[config.mk]
export PLATFORM = sky130hd
export DESIGN_NAME = stable_priority_queue_top
export DESIGN_NICKNAME = d
export VERILOG_FILES = /design/src/hw/rtl/spq_pkg.sv /design/src/hw/rtl/stable_priority_queue_top.sv /design/src/hw/rtl/spq_cell.sv
export SDC_FILE = /design/constraint.sdc
export NUM_CORES = 1
export LEC_CHECK = 0
export BUFFER_PORTS_ARGS = -buffer_cell sky130_fd_sc_hd__buf_2
export CORE_UTILIZATION = 59
export DETAILED_ROUTE_END_ITERATION = 12
export PLACE_DENSITY = 0.83
export SYNTH_ARGS = -nofsm -noshare
export SYNTH_HDL_FRONTEND = slang
export SYNTH_SLANG_ARGS = --single-unit
[constraint.sdc]
create_clock -name clk_i -period 8.4 [get_ports clk_i]
set_input_delay 0.42 -clock clk_i [delete_from_list [all_inputs] [get_ports clk_i]]
set_output_delay 0.42 -clock clk_i [all_outputs]
set_load 0.01 [all_outputs]
[src/hw/rtl/spq_pkg.sv]
// Shared types and codes for the stable priority queue.
package spq_pkg;

  localparam logic [1:0] FUNC_ENQ = 2'd0;
  localparam logic [1:0] FUNC_DEQ = 2'd1;
  localparam logic [1:0] FUNC_CLR = 2'd2;

  localparam logic [1:0] ST_OK    = 2'd0;
  localparam logic [1:0] ST_EMPTY = 2'd1;
  localparam logic [1:0] ST_FULL  = 2'd2;

  // Operation broadcast to every cell in the chain.
  typedef struct packed {
    logic enq;
    logic deq;
    logic clr;
  } ctrl_t;

endpackage

[src/hw/rtl/stable_priority_queue_top.sv]
// Stable priority queue: chain of compare-and-shift cells with a registered result.
//
// Input channel (in_valid_i/in_ready_o) carries one word per operation:
// func_i selects enqueue, dequeue or clear; in_priority_i and in_data_i
// give the entry for an enqueue. Higher priority leaves first, equal
// priorities leave in arrival order. Output channel (out_valid_o/out_ready_i)
// returns one word per operation: status, the removed entry of a dequeue,
// the head after the operation, and the entry count.
// The result is registered and appears in the cycle after the operation is accepted.
// Throughput: one operation per cycle while each result is taken; every cell
// compares its stored priority against the new word and shifts in the same
// cycle, so the chain settles in a single step.
// Reset empties the queue and drops any pending result; slot contents are
// not cleared, only their valid bits.
// When the receiver stalls, the result register holds its word and the
// input is accepted only in a cycle where that word leaves.
// An enqueue into a full queue is refused with a full status; a dequeue on
// an empty queue returns an empty status with zero data.
module stable_priority_queue_top #(
  parameter int DEPTH     = 16,
  parameter int PRIO_BITS = 4,
  parameter int DATA_BITS = 16,
  localparam int CNT_BITS = $clog2(DEPTH + 1)
) (
  input  logic                 clk_i,
  input  logic                 rst_ni,
  input  logic                 in_valid_i,
  output logic                 in_ready_o,
  input  logic [1:0]           func_i,
  input  logic [PRIO_BITS-1:0] in_priority_i,
  input  logic [DATA_BITS-1:0] in_data_i,
  output logic                 out_valid_o,
  input  logic                 out_ready_i,
  output logic [1:0]           status_o,
  output logic [DATA_BITS-1:0] out_data_o,
  output logic [PRIO_BITS-1:0] out_priority_o,
  output logic                 head_valid_o,
  output logic [DATA_BITS-1:0] head_data_o,
  output logic [CNT_BITS-1:0]  count_o
);

  logic [DEPTH-1:0]     valid_w;
  logic [DEPTH-1:0]     keep_w;
  logic [DEPTH-1:0]     prev_valid_w;
  logic [DEPTH-1:0]     prev_keep_w;
  logic [DEPTH-1:0]     next_valid_w;
  logic [PRIO_BITS-1:0] prio_w      [DEPTH];
  logic [DATA_BITS-1:0] data_w      [DEPTH];
  logic [PRIO_BITS-1:0] prev_prio_w [DEPTH];
  logic [DATA_BITS-1:0] prev_data_w [DEPTH];
  logic [PRIO_BITS-1:0] next_prio_w [DEPTH];
  logic [DATA_BITS-1:0] next_data_w [DEPTH];

  spq_pkg::ctrl_t ctrl;

  logic                in_fire;
  logic                full, empty;
  logic [CNT_BITS-1:0] cnt_q, cnt_d;

  logic                 out_valid_q;
  logic [1:0]           status_q, status_d;
  logic [DATA_BITS-1:0] rdata_q, rdata_d;
  logic [PRIO_BITS-1:0] rprio_q, rprio_d;
  logic                 hvalid_q, hvalid_d;
  logic [DATA_BITS-1:0] hdata_q, hdata_d;
  logic [DATA_BITS-1:0] hdata_raw;
  logic [CNT_BITS-1:0]  count_q;

  assign in_ready_o = !out_valid_q || out_ready_i;
  assign in_fire    = in_valid_i && in_ready_o;

  assign full  = (cnt_q == CNT_BITS'(DEPTH));
  assign empty = (cnt_q == '0);

  assign ctrl.enq = in_fire && (func_i == spq_pkg::FUNC_ENQ) && !full;
  assign ctrl.deq = in_fire && (func_i == spq_pkg::FUNC_DEQ) && !empty;
  assign ctrl.clr = in_fire && (func_i == spq_pkg::FUNC_CLR);

  // Cell 0 sees an always-valid, always-keeping neighbor so a new head lands there.
  assign prev_valid_w = {valid_w[DEPTH-2:0], 1'b1};
  assign prev_keep_w  = {keep_w[DEPTH-2:0], 1'b1};
  assign next_valid_w = {1'b0, valid_w[DEPTH-1:1]};

  for (genvar i = 0; i < DEPTH; i++) begin : g_cell
    if (i == 0) begin : g_first
      assign prev_prio_w[i] = '0;
      assign prev_data_w[i] = '0;
    end else begin : g_mid
      assign prev_prio_w[i] = prio_w[i-1];
      assign prev_data_w[i] = data_w[i-1];
    end
    if (i == DEPTH - 1) begin : g_last
      assign next_prio_w[i] = '0;
      assign next_data_w[i] = '0;
    end else begin : g_rest
      assign next_prio_w[i] = prio_w[i+1];
      assign next_data_w[i] = data_w[i+1];
    end

    spq_cell #(
      .PRIO_BITS (PRIO_BITS),
      .DATA_BITS (DATA_BITS)
    ) u_cell (
      .clk_i        (clk_i),
      .rst_ni       (rst_ni),
      .ctrl_i       (ctrl),
      .new_prio_i   (in_priority_i),
      .new_data_i   (in_data_i),
      .prev_keep_i  (prev_keep_w[i]),
      .prev_valid_i (prev_valid_w[i]),
      .prev_prio_i  (prev_prio_w[i]),
      .prev_data_i  (prev_data_w[i]),
      .next_valid_i (next_valid_w[i]),
      .next_prio_i  (next_prio_w[i]),
      .next_data_i  (next_data_w[i]),
      .keep_o       (keep_w[i]),
      .valid_o      (valid_w[i]),
      .prio_o       (prio_w[i]),
      .data_o       (data_w[i])
    );
  end

  always_comb begin
    cnt_d = cnt_q;
    if (ctrl.clr) begin
      cnt_d = '0;
    end else if (ctrl.enq) begin
      cnt_d = cnt_q + CNT_BITS'(1);
    end else if (ctrl.deq) begin
      cnt_d = cnt_q - CNT_BITS'(1);
    end
  end

  // Build the result word, with the head as it stands after the operation.
  always_comb begin
    status_d  = spq_pkg::ST_OK;
    rdata_d   = '0;
    rprio_d   = '0;
    hvalid_d  = valid_w[0];
    hdata_raw = data_w[0];
    case (func_i)
      spq_pkg::FUNC_ENQ: begin
        if (full) begin
          status_d = spq_pkg::ST_FULL;
        end else begin
          hvalid_d  = 1'b1;
          hdata_raw = keep_w[0] ? data_w[0] : in_data_i;
        end
      end
      spq_pkg::FUNC_DEQ: begin
        if (empty) begin
          status_d = spq_pkg::ST_EMPTY;
        end else begin
          rdata_d   = data_w[0];
          rprio_d   = prio_w[0];
          hvalid_d  = valid_w[1];
          hdata_raw = data_w[1];
        end
      end
      spq_pkg::FUNC_CLR: begin
        hvalid_d = 1'b0;
      end
      default: begin
        hvalid_d = valid_w[0];
      end
    endcase
    hdata_d = hvalid_d ? hdata_raw : '0;
  end

  always_ff @(posedge clk_i or negedge rst_ni) begin
    if (!rst_ni) begin
      cnt_q       <= '0;
      out_valid_q <= 1'b0;
    end else begin
      cnt_q <= cnt_d;
      if (in_fire) begin
        out_valid_q <= 1'b1;
      end else if (out_ready_i) begin
        out_valid_q <= 1'b0;
      end
    end
  end

  // Hold the result word until it is taken.
  always_ff @(posedge clk_i) begin
    if (in_fire) begin
      status_q <= status_d;
      rdata_q  <= rdata_d;
      rprio_q  <= rprio_d;
      hvalid_q <= hvalid_d;
      hdata_q  <= hdata_d;
      count_q  <= cnt_d;
    end
  end

  assign out_valid_o    = out_valid_q;
  assign status_o       = status_q;
  assign out_data_o     = rdata_q;
  assign out_priority_o = rprio_q;
  assign head_valid_o   = hvalid_q;
  assign head_data_o    = hdata_q;
  assign count_o        = count_q;

`ifndef SYNTHESIS
  a_count_matches_cells: assert property (@(posedge clk_i) disable iff (!rst_ni)
    $countones(valid_w) == int'(cnt_q))
    else $error("entry count differs from occupied cells");

  a_cells_packed: assert property (@(posedge clk_i) disable iff (!rst_ni)
    (valid_w & (valid_w + DEPTH'(1))) == '0)
    else $error("occupied cells are not a contiguous run from the head");

  a_stall_blocks_input: assert property (@(posedge clk_i) disable iff (!rst_ni)
    (out_valid_q && !out_ready_i) |-> !in_ready_o)
    else $error("input accepted while result word is stalled");

  a_deq_result: assert property (@(posedge clk_i) disable iff (!rst_ni)
    (in_fire && func_i == spq_pkg::FUNC_DEQ && !empty)
      |=> (out_valid_o && status_o == spq_pkg::ST_OK && count_o == cnt_q))
    else $error("dequeue on a nonempty queue gave a bad result");
`endif

endmodule

[src/hw/rtl/spq_cell.sv]
// One slot of the sorted chain: holds an entry, compares and shifts with its neighbors.
module spq_cell #(
  parameter int PRIO_BITS = 4,
  parameter int DATA_BITS = 16
) (
  input  logic                 clk_i,
  input  logic                 rst_ni,
  input  spq_pkg::ctrl_t       ctrl_i,
  input  logic [PRIO_BITS-1:0] new_prio_i,
  input  logic [DATA_BITS-1:0] new_data_i,
  input  logic                 prev_keep_i,
  input  logic                 prev_valid_i,
  input  logic [PRIO_BITS-1:0] prev_prio_i,
  input  logic [DATA_BITS-1:0] prev_data_i,
  input  logic                 next_valid_i,
  input  logic [PRIO_BITS-1:0] next_prio_i,
  input  logic [DATA_BITS-1:0] next_data_i,
  output logic                 keep_o,
  output logic                 valid_o,
  output logic [PRIO_BITS-1:0] prio_o,
  output logic [DATA_BITS-1:0] data_o
);

  logic                 valid_q, valid_d;
  logic [PRIO_BITS-1:0] prio_q, prio_d;
  logic [DATA_BITS-1:0] data_q, data_d;
  logic                 keep;

  // Entries of equal or higher priority stay ahead of the new word.
  assign keep = valid_q && (prio_q >= new_prio_i);

  always_comb begin
    valid_d = valid_q;
    prio_d  = prio_q;
    data_d  = data_q;
    if (ctrl_i.clr) begin
      valid_d = 1'b0;
    end else if (ctrl_i.enq) begin
      valid_d = valid_q | prev_valid_i;
      if (keep) begin
        prio_d = prio_q;
        data_d = data_q;
      end else if (prev_keep_i) begin
        prio_d = new_prio_i;
        data_d = new_data_i;
      end else begin
        prio_d = prev_prio_i;
        data_d = prev_data_i;
      end
    end else if (ctrl_i.deq) begin
      valid_d = next_valid_i;
      prio_d  = next_prio_i;
      data_d  = next_data_i;
    end
  end

  always_ff @(posedge clk_i or negedge rst_ni) begin
    if (!rst_ni) begin
      valid_q <= 1'b0;
    end else begin
      valid_q <= valid_d;
    end
  end

  always_ff @(posedge clk_i) begin
    prio_q <= prio_d;
    data_q <= data_d;
  end

  assign keep_o  = keep;
  assign valid_o = valid_q;
  assign prio_o  = prio_q;
  assign data_o  = data_q;

endmodule

# Yosys cells after proc, flatten, opt, wreduce, memory -nomap -nowiden
# Cells that the tools add are included.
op_classes:
  add_sub_neg: 2
  reduce_logical: 49
  n_bitwise: 17
  n_lt_le_gt_ge: 16
  n_eq_ne: 19
  mux: 188
ops:
  columns: ["operator", "count"]
  rows:
  - ["16-bit two-way mux", 65]
  - ["4-bit two-way mux", 63]
  - ["4-bit >= comparator", 16]
  - ["1-bit two-way mux", 53]
  - ["3-bit AND reduction", 16]
  - ["2-bit != test (second input constant)", 16]
  - ["16-bit one-hot mux with 2 select lines", 1]
  - ["1-bit logical AND", 22]
  - ["5-bit two-way mux", 3]
  - ["1-bit OR", 15]
  - ["5-bit by 1-bit adder with 5-bit output (second input constant)", 1]
  - ["5-bit == test (second input constant)", 1]
  - ["5-bit zero test", 1]
  - ["5-bit by 1-bit subtractor with 5-bit output (second input constant)", 1]
  - ["2-bit one-hot mux with 2 select lines", 1]
  - ["2-bit nonzero test", 2]
  - ["1-bit zero test", 3]
  - ["1-bit one-hot mux with 3 select lines", 1]
  - ["3-bit nonzero test", 1]
  - ["2-bit by 1-bit == test with 1-bit output (second input constant)", 1]
  - ["2-bit == test (second input constant)", 1]
  - ["2-bit zero test", 1]
  - ["2-bit two-way mux", 1]
  - ["1-bit NOT", 2]
  - ["3 further kinds", 3]
word_totals:
  inputBits: 26
  regBits: 386
  elab_cells: 347

# Logic depth before layout (Yosys ltp)
logic_depth:
  word_depth: 8
  depth_mapped: 10
  depth_no_buf: 7

# Hierarchy
# Synthesis repeated with hierarchy kept, for this count alone.
unflattened:
  cells_unflattened: 1916
  area_unflattened_um2: 21485.6
modules_own_cells:
  columns: ["module", "area_per_inst_um2", "seq_area_each_um2", "n_inst", "cells_per_inst"]
  rows:
  - ["spq_cell (g_cell[2].u_cell ...)", 1194.9, 625.6, 8, 107]
  - ["spq_cell (g_cell[0].u_cell ...)", 1188.6, 625.6, 8, 107]
  - ["stable_priority_queue_top", 2417.3, 1471.4, 1, 204]

# Worst setup path before layout
# No wires, ideal clock.
synth_timing:
  path_kind: "input to register"
  start: "input port out_ready_i"
  end: "register g_cell[15].u_cell.data_q[0] (enable)"
  required_ns: 7.991
  arrival_time_ns: 2.934
  stages: 6
  path_buffers: 1
  setup_ns: 0.409
  setup_slack_ns: 5.056
  cell_sequence: "nand2b_1 > nand2_1 > inv_2 > o21ai_1 > buf_2 > a31oi_1"
synth_via:
  elab_chain_cells: 6
synth_lines:
  columns: ["item", "line_no", "source"]
  rows:
  - ["from (decl)", "stable_priority_queue_top.sv:33", "input logic out_ready_i,"]
  - ["1-bit logical OR *", "stable_priority_queue_top.sv:69", "assign in_ready_o = !out_valid_q || out_ready_i;"]
  - ["1-bit logical AND *", "stable_priority_queue_top.sv:70", "assign in_fire = in_valid_i && in_ready_o;"]
  - ["named net in_fire", "stable_priority_queue_top.sv:56", "logic in_fire;"]
  - ["1-bit logical AND, on equally long branches (2 in a row)", "stable_priority_queue_top.sv:75, stable_priority_queue_top.sv:76", null]
  - ["2-bit != test (no source line) / 2-bit nonzero test (equally long branches)", null, null]
  - ["3-bit AND reduction (no source line) *", null, null]
  - ["to (signal assigned)", "spq_cell.sv:67", "data_q <= data_d;"]
  - ["to (decl)", "spq_cell.sv:26", "logic [DATA_BITS-1:0] data_q, data_d;"]
# The timed path passes the listed nets; every way through them passes the cells marked *.
# A chain may end at the register's enable or synchronous reset.

# Worst setup path after layout
layout_timing:
  start: "register cnt_q[0]"
  end: "register g_cell[7].u_cell.data_q[14] (data pin)"
layout_via:
  elab_chain_cells: 4
layout_lines:
  columns: ["item", "line_no", "source"]
  rows:
  - ["from (decl)", "stable_priority_queue_top.sv:58", "logic [CNT_BITS-1:0] cnt_q, cnt_d;"]
  - ["from (signal assigned)", "stable_priority_queue_top.sv:175", "cnt_q <= cnt_d;"]
  - ["5-bit == test", "stable_priority_queue_top.sv:72", "assign full = (cnt_q == CNT_BITS'(DEPTH));"]
  - ["1-bit zero test", "stable_priority_queue_top.sv:75", "assign ctrl.enq = in_fire && (func_i == spq_pkg::FUNC_ENQ) && !full;"]
  - ["1-bit logical AND", "stable_priority_queue_top.sv:75", null]
  - ["16-bit two-way mux", "spq_cell.sv:38", "end else if (ctrl_i.enq) begin"]
  - ["to (signal assigned)", "spq_cell.sv:67", null]
  - ["to (decl)", "spq_cell.sv:26", null]
# No other way between the ends.

==> results.md <==
- Clock-pin slew on the worst setup and hold paths: 0.06 ns
- Period minus WS final: 3.99 ns
- Final wirelength: around 48,000 um
- Ports: 72
- First-pass GRT wire length: 78,500 um
- Async set-reset flop share out of synthesis: 0.0570
- CTS tree: yes
- Leakage: roughly 8 nW
- Hold Path Class: in2reg
- Core Region: 33,600 sq um
- Critical path fanouts, max: 162
- Commonest non-fill, non-tap cell in the layout: nand2_1
- Reg2reg start: cnt_q[0]
- Syn Inst Count: 1,920
- GR Util All Layers: 0.270
- GP Congestion: 0.892
- Post-CTS Setup Repair Bufs: 0
- Vias in the first global route: 15,046
- Longest Clk Path Bufs: 3
- Die area: between 30,000 and 40,000 sq um
- Root Buffer: clkbuf_16
- Final hold vios: 0
- Die width: 187 um
- Slowest cell on crit path: buf_4
- Final worst-path cycle share: 0.476
- Syn Nets: 2,012
- Flops & latches, synth: 386
- Main flop type after synthesis: edfxtp_1
- Commonest non-fill, non-tap cells in the layout: nand2_1, edfxtp_1, o211ai_1, nand3_1, buf_2
- Setup Crit Path Kind: reg2reg
- Register area: 11,500 sq um
- DRC violations left: 0
- RSZ-0062 raised after global routing: no
- Pwr dens: 214 nW/um^2
- Worst vdd ir: between 0.2 and 0.25 mV
- Max H-tree Level: 2
- FILL cells: ~2,500
- Dpl ws: 4.28 ns
- Mapped cell area: around 20,000 sq um
- # resized after CTS: 0
- Antenna cells: 0
- Total CTS buffers: 41
- Setup crit start: cnt_q[0]
- Clock skew: between 0.02 and 0.025 ns
- DR WL/cell: 20.0 um
- Max transition margin: 0.292
- Share of cells above drive strength 1: 0.0945
- Area of the multi-input gates: 7870 sq um
- DIE HEIGHT: 187 um
- HPWL reported at the end of detailed placement: 31,000 um
- # nets final: about 2,000
- Sequential element share of the synthesized area: 0.567
- CTS Hold Bufs: 1
- CP Data Arrival Time: 4.35 ns
- Count of cell types in the netlist: 44
- Max Fclk: 250 MHz
- Clock sinks: 386
- Initial antenna violation count: 0
- Avg Cell Area, Syn: ~11 sq um
- Worst setup SP type: register
- Setup slack, reg-to-reg: 4.41 ns
- Setup tns final: 0 ns
- Slew Limit Fails: 0
- Synthesis warning total: 0
- Outcome: finished clean
- Hold_sp: in_valid_i
- Endpoint class of the critical path: register
- Cell taking the most area after synthesis: edfxtp_1
- Initial Util: 0.603
- Worst hold stages: 2
- Crit path depth: 9
- Final setup margin: 4.41 ns
- Final core utilization: 0.655
- Post-synth EDFFs: 364
- Clock Latency Late Sink: 0.55 ns
- Largest net degree at the start of global routing: a little under 200
- Port buffer count: just over 70
- Synth top area cells: edfxtp_1, o211ai_1, nand3_1, nand2_1, ha_1
- Buf/Inv on CP: 3
- Worst slew pin tran: 1.06 ns
- WP data required: 8.75 ns
- Largest delay contributor family on the critical path: buffers and inverters
- Post-DRT Antenna Nets: 0
- DRT Pass-1 Iters: 5
- Critical path cell sequence: inv_1 -> ha_1 -> nand4bb_1 -> and2_1 -> nand2_4 -> buf_12 -> buf_4 -> nand2_1 -> o211ai_1
- Max-cap violations: 0
- # setup viols final: 0
- Total grt overflow: 0
- Top cell type's share of synthesized area: 0.540
- Vias: 15,717
- Largest stage delay, worst path: 0.74 ns
- Synth-to-Final Area Change: 8.72%
- Cell count of the worst reg-to-reg path: 9
- Initial DRC count: between 2,000 and 2,500
- DR vias/cell: 6.62
- Num rows: 67
## final cells by class
type	count	share of cell area
sequential	386	0.521
clock buffer	53	0.0506
clock inverter	17	0.00705
inverter	42	0.00716
tap	448	0.0255
multi-input combinational	1316	0.357
timing repair buffer	111	0.0310
## path summary, 6_finish.rpt
path,endpoint
max,g_cell[7].u_cell.data_o[14]
min,out_valid_o
max reg2reg,g_cell[7].u_cell.data_o[14]
min reg2reg,out_valid_o
max in group asynchronous,g_cell[8].u_cell.valid_o
min in group asynchronous,g_cell[0].u_cell.valid_o
## state kept, by name, indices dropped and copies added, names as in the netlist
name                   count
out_data_o                16
head_data_o               16
head_valid_o               1
g_cell.u_cell.valid_o     16
out_valid_o                1
cnt_q                      5
status_o                   2
g_cell.u_cell.prio_o      64
out_priority_o             4
count_o                    5
g_cell.u_cell.data_o     256
## stage by stage
step | power [mW] | hold slack (ns) | area [sq um] | cells
5_1_grt | 4.87 | 0.105 | 22000 | 2373
6_report | 4.71 | 0.102 | 22000 | 2373
2_1_floorplan | 2.82 | 0.124 | 20300 | 1920
4_1_cts | 4.72 | 0.0911 | 22000 | 2373
3_3_place_gp | 2.96 | 0.433 | 20700 | 2302
3_5_place_dp | 2.99 | 0.447 | 20700 | 2302
## routing by layer
metal / vias up / track usage / wire, um
li1: 7204 / - / -
met1: 7549 / 0.377 / 19600
met2: 865 / 0.440 / 23000
met3: 99 / 0.0381 / 3830
met4: 0 / 0.0854 / 1060
met5: - / 0 / 0
## cells by family (layout without fill, tap and decap cells)
kind of cell    after synthesis  after routing  share of synthesized area
compound gates              443            443                      0.160
xor+xnor                      1              1                   0.000432
fa+ha+maj                    66             66                     0.0408
buf+inv                     218            223                     0.0457
flops                       386            386                      0.567
mux                          37             37                     0.0183
simple gates                769            769                      0.168
## Yosys cell counts, types with 5 or more instances
cell type / count
nand2b_1: 6
clkbuf_1: 109
nand3_1: 282
o21ai_0: 61
ha_1: 66
mux2i_1: 37
a21oi_1: 5
o21ai_1: 20
nor3b_1: 14
nor2_1: 65
inv_1: 40
edfxtp_1: 364
o221ai_1: 14
buf_2: 56
a221oi_2: 10
o211ai_1: 282
dfrtp_1: 22
a221oi_1: 22
and3_1: 16
a21boi_0: 17
nand2_1: 369
and2_1: 5
## power by group
part	total, mW	internal [mW]	switching [mW]
clock network	1.74	1.02	0.722
logic	0.566	0.199	0.367
registers	2.40	2.30	0.102
total	4.71	3.52	1.19
Power figures use the tool's default switching activity.
